File: config.mk
export PLATFORM = sky130hd
export DESIGN_NAME = stack_queue_engine
export DESIGN_NICKNAME = d
export VERILOG_FILES = /design/src/design/sqe_pkg.sv /design/src/design/sqe_ram.sv /design/src/design/sqe_ctrl.sv /design/src/design/sqe_dp.sv /design/src/design/stack_queue_engine.sv
export SDC_FILE = /design/constraint.sdc
export NUM_CORES = 1
export LEC_CHECK = 0
export BUFFER_PORTS_ARGS = -buffer_cell sky130_fd_sc_hd__buf_2
export CORE_ASPECT_RATIO = 1.2
export CORE_MARGIN = 4
export CORE_UTILIZATION = 34
export CTS_CLUSTER_DIAMETER = 100
export DETAILED_ROUTE_END_ITERATION = 12
export REMOVE_ABC_BUFFERS = 1
export SLEW_MARGIN = 10
export SYNTH_ARGS = -nofsm -noshare
export SYNTH_HDL_FRONTEND = slang
export SYNTH_SLANG_ARGS = --single-unit
File: constraint.sdc
create_clock -name clk -period 7.8 [get_ports clk]
set_input_delay 0.39 -clock clk [delete_from_list [all_inputs] [get_ports clk]]
set_output_delay 0.39 -clock clk [all_outputs]
set_load 0.1 [all_outputs]
File: src/design/sqe_pkg.sv
`timescale 1ns / 1ps
// Shared types and codes for the stack/queue engine.
// No dependencies; the controller, datapath and top level import this package.
package sqe_pkg;

	// Command codes carried by req_type.
	typedef enum logic [2:0] {
		REQ_PUSH  = 3'd0,
		REQ_PRINT = 3'd1,
		REQ_PEEK  = 3'd2,
		REQ_POP   = 3'd3,
		REQ_SWAP  = 3'd4
	} req_t;

	// Result status codes.
	typedef enum logic [2:0] {
		ST_OK         = 3'd0,
		ST_PEEK_EMPTY = 3'd1,
		ST_POP_EMPTY  = 3'd2,
		ST_SWAP_SHORT = 3'd3,
		ST_BAD_ARG    = 3'd4,
		ST_FULL       = 3'd5
	} status_t;

	// Byte address of the mode register.
	localparam logic [1:0] REG_QUEUE_MODE = 2'd0;

	// Read address sources.
	typedef enum logic [1:0] {
		RD_FRONT  = 2'd0,
		RD_SECOND = 2'd1,
		RD_WALK   = 2'd2
	} rd_sel_t;

	// Write address and data sources.
	typedef enum logic [1:0] {
		WR_PUSH        = 2'd0,
		WR_SWAP_FRONT  = 2'd1,
		WR_SWAP_SECOND = 2'd2
	} wr_sel_t;

	// Walk counter operations for print-all.
	typedef enum logic [1:0] {
		WALK_HOLD  = 2'd0,
		WALK_CLEAR = 2'd1,
		WALK_NEXT  = 2'd2
	} walk_op_t;

	// Controller to datapath commands.
	typedef struct packed {
		logic     latch;
		logic     push;
		logic     pop;
		rd_sel_t  rd_sel;
		logic     we;
		wr_sel_t  wr_sel;
		logic     hold;
		walk_op_t walk;
		logic     out_load;
		logic     out_rdata;
		status_t  out_status;
		logic     out_last;
	} sqe_cmd_t;

	// Datapath to controller status.
	typedef struct packed {
		logic empty;
		logic lt_two;
		logic full;
		logic walk_last;
		logic out_free;
	} sqe_sts_t;

endpackage

File: src/design/sqe_ram.sv
`timescale 1ns / 1ps
// Generic single-write, single-read RAM with a registered read port.
// No dependencies.
module sqe_ram #(
	parameter int WIDTH = 32,
	parameter int DEPTH = 32
) (
	input  logic                     clk,
	input  logic                     we,
	input  logic [$clog2(DEPTH)-1:0] wr_addr,
	input  logic [WIDTH-1:0]         wr_data,
	input  logic [$clog2(DEPTH)-1:0] rd_addr,
	output logic [WIDTH-1:0]         rd_data
);

	logic [WIDTH-1:0] mem_q [DEPTH];
	logic [WIDTH-1:0] rd_data_q;

	always_ff @(posedge clk) begin
		if (we) begin
			mem_q[wr_addr] <= wr_data;
		end
		rd_data_q <= mem_q[rd_addr];
	end

	assign rd_data = rd_data_q;

endmodule

File: src/design/sqe_ctrl.sv
`timescale 1ns / 1ps
// Controller state machine of the stack/queue engine.
// Depends on sqe_pkg; drives the datapath through sqe_cmd_t.
module sqe_ctrl
	import sqe_pkg::*;
(
	input  logic        clk,
	input  logic        arst_n,
	input  logic        in_valid,
	output logic        in_stall,
	input  logic [2:0]  req_type,
	input  logic        arg_ok,
	input  sqe_sts_t    sts,
	output sqe_cmd_t    cmd
);

	typedef enum logic [6:0] {
		S_IDLE   = 7'b0000001,
		S_EXEC   = 7'b0000010,
		S_PRINT  = 7'b0000100,
		S_PEEK   = 7'b0001000,
		S_SWAP_A = 7'b0010000,
		S_SWAP_B = 7'b0100000,
		S_SWAP_W = 7'b1000000
	} state_t;

	state_t state_q, state_d;
	req_t   req_q;
	logic   ok_q;

	assign in_stall = (state_q != S_IDLE);

	always_ff @(posedge clk or negedge arst_n) begin
		if (!arst_n) begin
			state_q <= S_IDLE;
		end else begin
			state_q <= state_d;
		end
	end

	always_ff @(posedge clk) begin
		if (cmd.latch) begin
			req_q <= req_t'(req_type);
			ok_q  <= arg_ok;
		end
	end

	always_comb begin
		state_d        = state_q;
		cmd            = '0;
		cmd.rd_sel     = RD_FRONT;
		cmd.wr_sel     = WR_PUSH;
		cmd.walk       = WALK_HOLD;
		cmd.out_status = ST_OK;
		cmd.out_last   = 1'b1;
		unique case (state_q)
			S_IDLE: begin
				if (in_valid) begin
					cmd.latch = 1'b1;
					state_d   = S_EXEC;
				end
			end
			S_EXEC: begin
				// Wait until the output register can take a result.
				if (sts.out_free) begin
					state_d = S_IDLE;
					unique case (req_q)
						REQ_PUSH: begin
							cmd.out_load = 1'b1;
							if (sts.full) begin
								cmd.out_status = ST_FULL;
							end else if (!ok_q) begin
								cmd.out_status = ST_BAD_ARG;
							end else begin
								cmd.we   = 1'b1;
								cmd.push = 1'b1;
							end
						end
						REQ_PRINT: begin
							if (!sts.empty) begin
								cmd.walk   = WALK_CLEAR;
								cmd.rd_sel = RD_WALK;
								state_d    = S_PRINT;
							end
						end
						REQ_PEEK: begin
							if (sts.empty) begin
								cmd.out_load   = 1'b1;
								cmd.out_status = ST_PEEK_EMPTY;
							end else begin
								state_d = S_PEEK;
							end
						end
						REQ_POP: begin
							cmd.out_load = 1'b1;
							if (sts.empty) begin
								cmd.out_status = ST_POP_EMPTY;
							end else begin
								cmd.pop = 1'b1;
							end
						end
						REQ_SWAP: begin
							if (sts.lt_two) begin
								cmd.out_load   = 1'b1;
								cmd.out_status = ST_SWAP_SHORT;
							end else begin
								state_d = S_SWAP_A;
							end
						end
						default: begin
							state_d = S_IDLE;
						end
					endcase
				end
			end
			S_PRINT: begin
				// Read data for the current walk index is valid here; if the
				// output is blocked, the same entry is read again.
				cmd.rd_sel = RD_WALK;
				if (sts.out_free) begin
					cmd.out_load  = 1'b1;
					cmd.out_rdata = 1'b1;
					cmd.out_last  = sts.walk_last;
					if (sts.walk_last) begin
						state_d = S_IDLE;
					end else begin
						cmd.walk = WALK_NEXT;
					end
				end
			end
			S_PEEK: begin
				cmd.out_load  = 1'b1;
				cmd.out_rdata = 1'b1;
				state_d       = S_IDLE;
			end
			S_SWAP_A: begin
				cmd.hold   = 1'b1;
				cmd.rd_sel = RD_SECOND;
				state_d    = S_SWAP_B;
			end
			S_SWAP_B: begin
				cmd.we     = 1'b1;
				cmd.wr_sel = WR_SWAP_FRONT;
				state_d    = S_SWAP_W;
			end
			S_SWAP_W: begin
				cmd.we       = 1'b1;
				cmd.wr_sel   = WR_SWAP_SECOND;
				cmd.out_load = 1'b1;
				state_d      = S_IDLE;
			end
			default: begin
				state_d = S_IDLE;
			end
		endcase
	end

endmodule

File: src/design/sqe_dp.sv
`timescale 1ns / 1ps
// Datapath of the stack/queue engine: ring pointers, entry RAM, output register.
// Depends on sqe_pkg and sqe_ram.
module sqe_dp
	import sqe_pkg::*;
#(
	parameter int DEPTH = 32
) (
	input  logic               clk,
	input  logic               arst_n,
	input  logic               queue_mode,
	input  logic signed [31:0] push_value,
	input  sqe_cmd_t           cmd,
	output sqe_sts_t           sts,
	output logic               out_valid,
	input  logic               out_stall,
	output logic signed [31:0] data_out,
	output logic [2:0]         status,
	output logic               last_of_run
);

	localparam int IW = $clog2(DEPTH);
	localparam int CW = $clog2(DEPTH + 1);
	localparam logic [IW:0]   DEPTH_W  = (IW + 1)'(DEPTH);
	localparam logic [IW-1:0] LAST_IDX = IW'(DEPTH - 1);
	localparam logic [CW-1:0] FULL_CNT = CW'(DEPTH);

	logic [IW-1:0] front_q;
	logic [CW-1:0] count_q;
	logic [IW-1:0] walk_q, walk_n;
	logic [31:0]   value_q, hold_q;
	logic          out_valid_q, out_last_q;
	logic [31:0]   out_data_q;
	logic [2:0]    out_status_q;

	logic [IW-1:0] front_inc, front_dec, rd_addr, wr_addr;
	logic [31:0]   wr_data, rd_data;

	// Ring addition with a single conditional wrap.
	function automatic logic [IW-1:0] ring_add(input logic [IW-1:0] base,
		input logic [IW-1:0] off);
		logic [IW:0] sum;
		sum = {1'b0, base} + {1'b0, off};
		if (sum >= DEPTH_W) begin
			sum = sum - DEPTH_W;
		end
		return sum[IW-1:0];
	endfunction

	assign front_inc = (front_q == LAST_IDX) ? '0 : front_q + IW'(1);
	assign front_dec = (front_q == '0) ? LAST_IDX : front_q - IW'(1);

	always_comb begin
		unique case (cmd.walk)
			WALK_CLEAR: walk_n = '0;
			WALK_NEXT:  walk_n = walk_q + IW'(1);
			default:    walk_n = walk_q;
		endcase
	end

	always_comb begin
		unique case (cmd.rd_sel)
			RD_SECOND: rd_addr = front_inc;
			RD_WALK:   rd_addr = ring_add(front_q, walk_n);
			default:   rd_addr = front_q;
		endcase
	end

	always_comb begin
		unique case (cmd.wr_sel)
			WR_SWAP_FRONT: begin
				wr_addr = front_q;
				wr_data = rd_data;
			end
			WR_SWAP_SECOND: begin
				wr_addr = front_inc;
				wr_data = hold_q;
			end
			default: begin
				wr_addr = queue_mode ? ring_add(front_q, count_q[IW-1:0]) : front_dec;
				wr_data = value_q;
			end
		endcase
	end

	sqe_ram #(
		.WIDTH(32),
		.DEPTH(DEPTH)
	) u_ram (
		.clk    (clk),
		.we     (cmd.we),
		.wr_addr(wr_addr),
		.wr_data(wr_data),
		.rd_addr(rd_addr),
		.rd_data(rd_data)
	);

	always_ff @(posedge clk or negedge arst_n) begin
		if (!arst_n) begin
			front_q     <= '0;
			count_q     <= '0;
			walk_q      <= '0;
			out_valid_q <= 1'b0;
		end else begin
			walk_q <= walk_n;
			if (cmd.push) begin
				count_q <= count_q + CW'(1);
				if (!queue_mode) begin
					front_q <= front_dec;
				end
			end else if (cmd.pop) begin
				count_q <= count_q - CW'(1);
				front_q <= front_inc;
			end
			if (cmd.out_load) begin
				out_valid_q <= 1'b1;
			end else if (!out_stall) begin
				out_valid_q <= 1'b0;
			end
		end
	end

	always_ff @(posedge clk) begin
		if (cmd.latch) begin
			value_q <= push_value;
		end
		if (cmd.hold) begin
			hold_q <= rd_data;
		end
		if (cmd.out_load) begin
			out_data_q   <= cmd.out_rdata ? rd_data : '0;
			out_status_q <= cmd.out_status;
			out_last_q   <= cmd.out_last;
		end
	end

	assign sts.empty     = (count_q == '0);
	assign sts.lt_two    = (count_q < CW'(2));
	assign sts.full      = (count_q == FULL_CNT);
	assign sts.walk_last = (((CW + 1)'(walk_q) + (CW + 1)'(1)) == (CW + 1)'(count_q));
	assign sts.out_free  = !out_valid_q || !out_stall;

	assign out_valid   = out_valid_q;
	assign data_out    = out_data_q;
	assign status      = out_status_q;
	assign last_of_run = out_last_q;

endmodule

File: src/design/stack_queue_engine.sv
`timescale 1ns / 1ps
// Top level of the stack/queue engine: configuration register and block wiring.
// Depends on sqe_pkg, sqe_ctrl, sqe_dp (which holds sqe_ram).
//
//  Channel   Signals                                   Direction  Transaction when
//  input     in_valid, in_stall, req_type,             in         in_valid && !in_stall
//            push_value, arg_ok
//  output    out_valid, out_stall, data_out,           out        out_valid && !out_stall
//            status, last_of_run
//  config    psel, penable, pwrite, paddr, pwdata,     in/out     psel && penable && pwrite
//            prdata, pready
//
// A command is accepted in S_IDLE and executed in S_EXEC, which loads the result of
// push, pop and the error cases; peek adds S_PEEK for the registered read of the
// single entry RAM, swap adds S_SWAP_A, S_SWAP_B and S_SWAP_W, and print-all loads
// one stored entry per result from S_PRINT. Reset clears the pointers, the count,
// the mode register and the output valid; the entry RAM is not cleared and needs no
// clearing pass. A stalled output holds its result while the engine takes the next
// input transaction; any command then waits in S_EXEC while that result is stalled.
module stack_queue_engine
	import sqe_pkg::*;
#(
	parameter int DEPTH = 32
) (
	input  logic               clk,
	input  logic               arst_n,
	// Input channel.
	input  logic               in_valid,
	output logic               in_stall,
	input  logic [2:0]         req_type,
	input  logic signed [31:0] push_value,
	input  logic               arg_ok,
	// Output channel.
	output logic               out_valid,
	input  logic               out_stall,
	output logic signed [31:0] data_out,
	output logic [2:0]         status,
	output logic               last_of_run,
	// Configuration port.
	input  logic               psel,
	input  logic               penable,
	input  logic               pwrite,
	input  logic [1:0]         paddr,
	input  logic [31:0]        pwdata,
	output logic [31:0]        prdata,
	output logic               pready
);

	logic     queue_mode_q;
	sqe_cmd_t cmd;
	sqe_sts_t sts;

	// The single mode register is written in the access phase of a write.
	assign pready = 1'b1;

	always_ff @(posedge clk or negedge arst_n) begin
		if (!arst_n) begin
			queue_mode_q <= 1'b0;
		end else if (psel && penable && pwrite && (paddr == REG_QUEUE_MODE)) begin
			queue_mode_q <= pwdata[0];
		end
	end

	assign prdata = (paddr == REG_QUEUE_MODE) ? {31'b0, queue_mode_q} : '0;

	// The controller sequences each command; the datapath holds the ring state,
	// the entry RAM and the output register.
	sqe_ctrl u_ctrl (
		.clk     (clk),
		.arst_n  (arst_n),
		.in_valid(in_valid),
		.in_stall(in_stall),
		.req_type(req_type),
		.arg_ok  (arg_ok),
		.sts     (sts),
		.cmd     (cmd)
	);

	sqe_dp #(
		.DEPTH(DEPTH)
	) u_dp (
		.clk        (clk),
		.arst_n     (arst_n),
		.queue_mode (queue_mode_q),
		.push_value (push_value),
		.cmd        (cmd),
		.sts        (sts),
		.out_valid  (out_valid),
		.out_stall  (out_stall),
		.data_out   (data_out),
		.status     (status),
		.last_of_run(last_of_run)
	);

endmodule

==> qor.csv <==
stage;metric;value;unit
synth;synth-seq-cells;1185;
clock_network;clk_path_buf_depth;3;
setup_path;reg2reg_depth;21;
drt;vias;26600;
sta;slew_headroom;0.193;
sta;fin_ws;1400;ps
power_and_ir_drop;ir_drop;0.316;mV
synth;synth-async-reset-ratio;0.0211;
drt;wire_per_inst;23.7;um
cells_and_area;fin_nets;3289;
clock_network;numClockSinks;1185;
synth;synth.largest_area_cell;edfxtp_1;
synth;synth_area_per_cell;15.7;um2
synth;synth_edf_count;1128;
floorplan;io_pins;148;
sta;drv_slew;0;
synth;synthCells;3052;
clock_network;cts_tree;built;
grt;grt_usage;0.163;
synth;synth_flop_cell;edfxtp_1;
job;max_cap_violations;0;
drt;drtPass1Iterations;5;
cells_and_area;ff_latch_area;35100;um2
setup_path;r2r_slack;1400;ps
clock_network;numCtsBuffers;119;
cells_and_area;area_delta_synth_final;15.3;%
grt;grt_pass1_wl;178;mm
synth;synth_warnings;0;
setup_path;crit_arrival;6950;ps
grt;grt_pass1_vias;26400;
power_and_ir_drop;power_density;337;nW/um2
synth;synth_cell_type_count;68;
floorplan;die_h;420;um
cells_and_area;fin_util;0.396;
sta;rsz0062_at_grt;false;
sta;final_hold_viol_count;0;
setup_path;endpoint_kind;flip-flop;
setup_path;startpoint_type;flip-flop;
setup_path;rr_endpoint;u_dp.u_ram.rd_data[31];
grt;grt_max_degree;140;
drt;via_per_inst;5.21;
cells_and_area;diodes;0;
clock_network;clock-root-buffer;clkbuf_16;
setup_path;crit_required;8350;ps
synth;yosys-top-cells-area;edfxtp_1 71%, mux4_2 6.0%, a21oi_1 2.9%;
power_and_ir_drop;p_leak;0.0183;uW
clock_network;ctsHoldBuffers;41;
sta;whs;236;ps
synth;syn-cell-area;48000;um2
place;place_congestion;0.759;
sta;skew;32.3;ps
setup_path;worst-path-max-fanout;48;
place;hpwl;65.1;mm
clock_network;postCtsSetupBuffers;0;
grt;antenna_found_initial;1;
sta;worst_slew_pin_slew;1210;ps
floorplan;placeableCoreArea;140000;um2
grt;overflow;0;
hold_path;hp-class;in -> async;
floorplan;start_util;0.343;
status;status;finished clean;
cells_and_area;fillCellCount;12700;
setup_path;r2r_start;u_dp.walk_q[0];
drt;ant_nets;0;
synth;yosysTopAreaCellShare;0.705;
place;numPortBuffers;84;
cells_and_area;multi_input_area;12300;um2
clock_network;postCtsResizedCells;0;
sta;finalCritPeriodShare;0.820;
clock_network;clock_latency;710;ps
sta;fmax;156;MHz
floorplan;dieArea;147000;um2
clock_network;cts.clk_slew.worst_paths;70;ps
sta;fin_crit;6400;ps
setup_path;worst-setup-path-type;reg -> reg;
synth;seq_area_frac_synth;0.732;
clock_network;htreeDepth;3;
sta;finalSetupViolCount;0;
drt;drc;0;
place;post-place-ws;1500;ps
drt;drt-total-wl;121;mm
drt;drtIter0Drc;2678;
floorplan;die_w;351;um
floorplan;rows;150;
cells_and_area;drive_gt1_frac;0.204;
-- cells by family after synthesis --
family,after synthesis,synth area share
flip-flops,1185,0.732
AND/OR/NAND/NOR,784,0.0732
AO/OA/AOI/OAI,536,0.0671
multiplexers,265,0.0935
buffers and inverters,237,0.0239
adder cells (fa/ha/maj),25,0.00698
XOR/XNOR,18,0.00328
other,2,0.000156
-- routing by layer --
metal	global-route usage	wire, um
met1	0.223	51000
met2	0.266	57900
met3	0.0318	9460
met4	0.0417	2740
met5	0	0
-- power breakdown --
group | total (uW) | internal, uW | switching, uW
clock network | 5830 | 3390 | 2440
logic | 5150 | 1940 | 3210
registers | 7690 | 7460 | 225
total | 18700 | 12800 | 5880
-- placed cells by master (no fill, tap or decap), types with 17 or more instances in the layout --
master	synthesis	routed
a21oi_1	282	282
a22oi_1	160	160
and2_1	38	38
buf_2	58	84
buf_4	35	68
clkbuf_1	112	29
clkbuf_16	0	121
clkinv_2	0	22
conb_1	2	32
dfrtp_1	24	24
dfxtp_1	32	32
dlygate4sd3_1	0	41
edfxtp_1	1128	1128
ha_1	22	20
inv_1	17	17
mux2_1	37	37
mux2_2	74	74
mux2_4	22	22
mux4_2	127	127
nand2_1	328	327
nand3_1	18	18
nor2_1	309	275
nor2_4	0	34
nor4_2	33	33
-- worst max path at each step --
stage	depth (start not counted)	start	to
floorplan	11	u_ctrl.state_q[0]	u_dp.u_ram.rd_data[27]
global placement	21	u_dp.walk_q[0]	u_dp.u_ram.rd_data[31]
detailed placement	21	u_dp.walk_q[0]	u_dp.u_ram.rd_data[31]
CTS	21	u_dp.walk_q[0]	u_dp.u_ram.rd_data[31]
global route	21	u_dp.walk_q[0]	u_dp.u_ram.rd_data[31]
finish	21	u_dp.walk_q[0]	u_dp.u_ram.rd_data[31]
-- through the flow --
stage               area (um2)  std cells  setup TNS, ps  power (uW)
floorplan                47000       2862        -265880       12500
global placement         50900       4849              0       13000
detailed placement       50900       4849              0       13000
CTS                      55300       5117              0       18800
global route             55300       5117              0       19600
finish                   55300       5117              0       18700
-- area by class of cell --
type                       count  area share
inverter                      17     0.00115
multi-input combinational   1660       0.222
clock inverter                70      0.0144
sequential                  1185       0.635
timing repair buffer         204      0.0282
clock buffer                 157      0.0584
tap                         1824      0.0412
-- sequential cells by signal (all words and copies together), names as in the netlist, 3 cells and up --
signal / cells
u_dp.u_ram.mem_q: 1024
u_dp.data_out: 32
u_dp.hold_q: 32
u_dp.u_ram.rd_data: 32
u_dp.value_q: 32
u_ctrl.state_q: 7
u_dp.count_q: 6
u_dp.front_q: 5
u_dp.walk_q: 5
u_ctrl.req_q: 3
u_dp.status: 3
-- worst max-delay path, stage by stage (launching register included) --
cell	delay, ps
dfrtp_1	420
ha_1	270
and2_1	180
nor2b_1	120
o311ai_0	310
o31ai_1	120
and4_1	220
or3_1	390
inv_1	70
ha_1	290
nand2b_1	210
o21ai_0	250
ha_1	260
fa_1	440
a221oi_1	580
or2_4	610
buf_12	360
a21oi_1	70
a22oi_1	290
nor2_1	70
mux2_1	300
nor4_2	380
-- Yosys cell counts (22+ instances only) --
master and count:
mux2_1 37, a22oi_1 160, nor4_2 33, o21ai_0 47
and2_1 38, clkbuf_1 112, mux2_2 74, nand2_1 328
nor2_1 309, dfxtp_1 32, edfxtp_1 1128, buf_2 58
dfrtp_1 24, ha_1 22, mux4_2 127, buf_4 35
mux2_4 22, a21oi_1 282
Power figures use the tool's default switching activity.
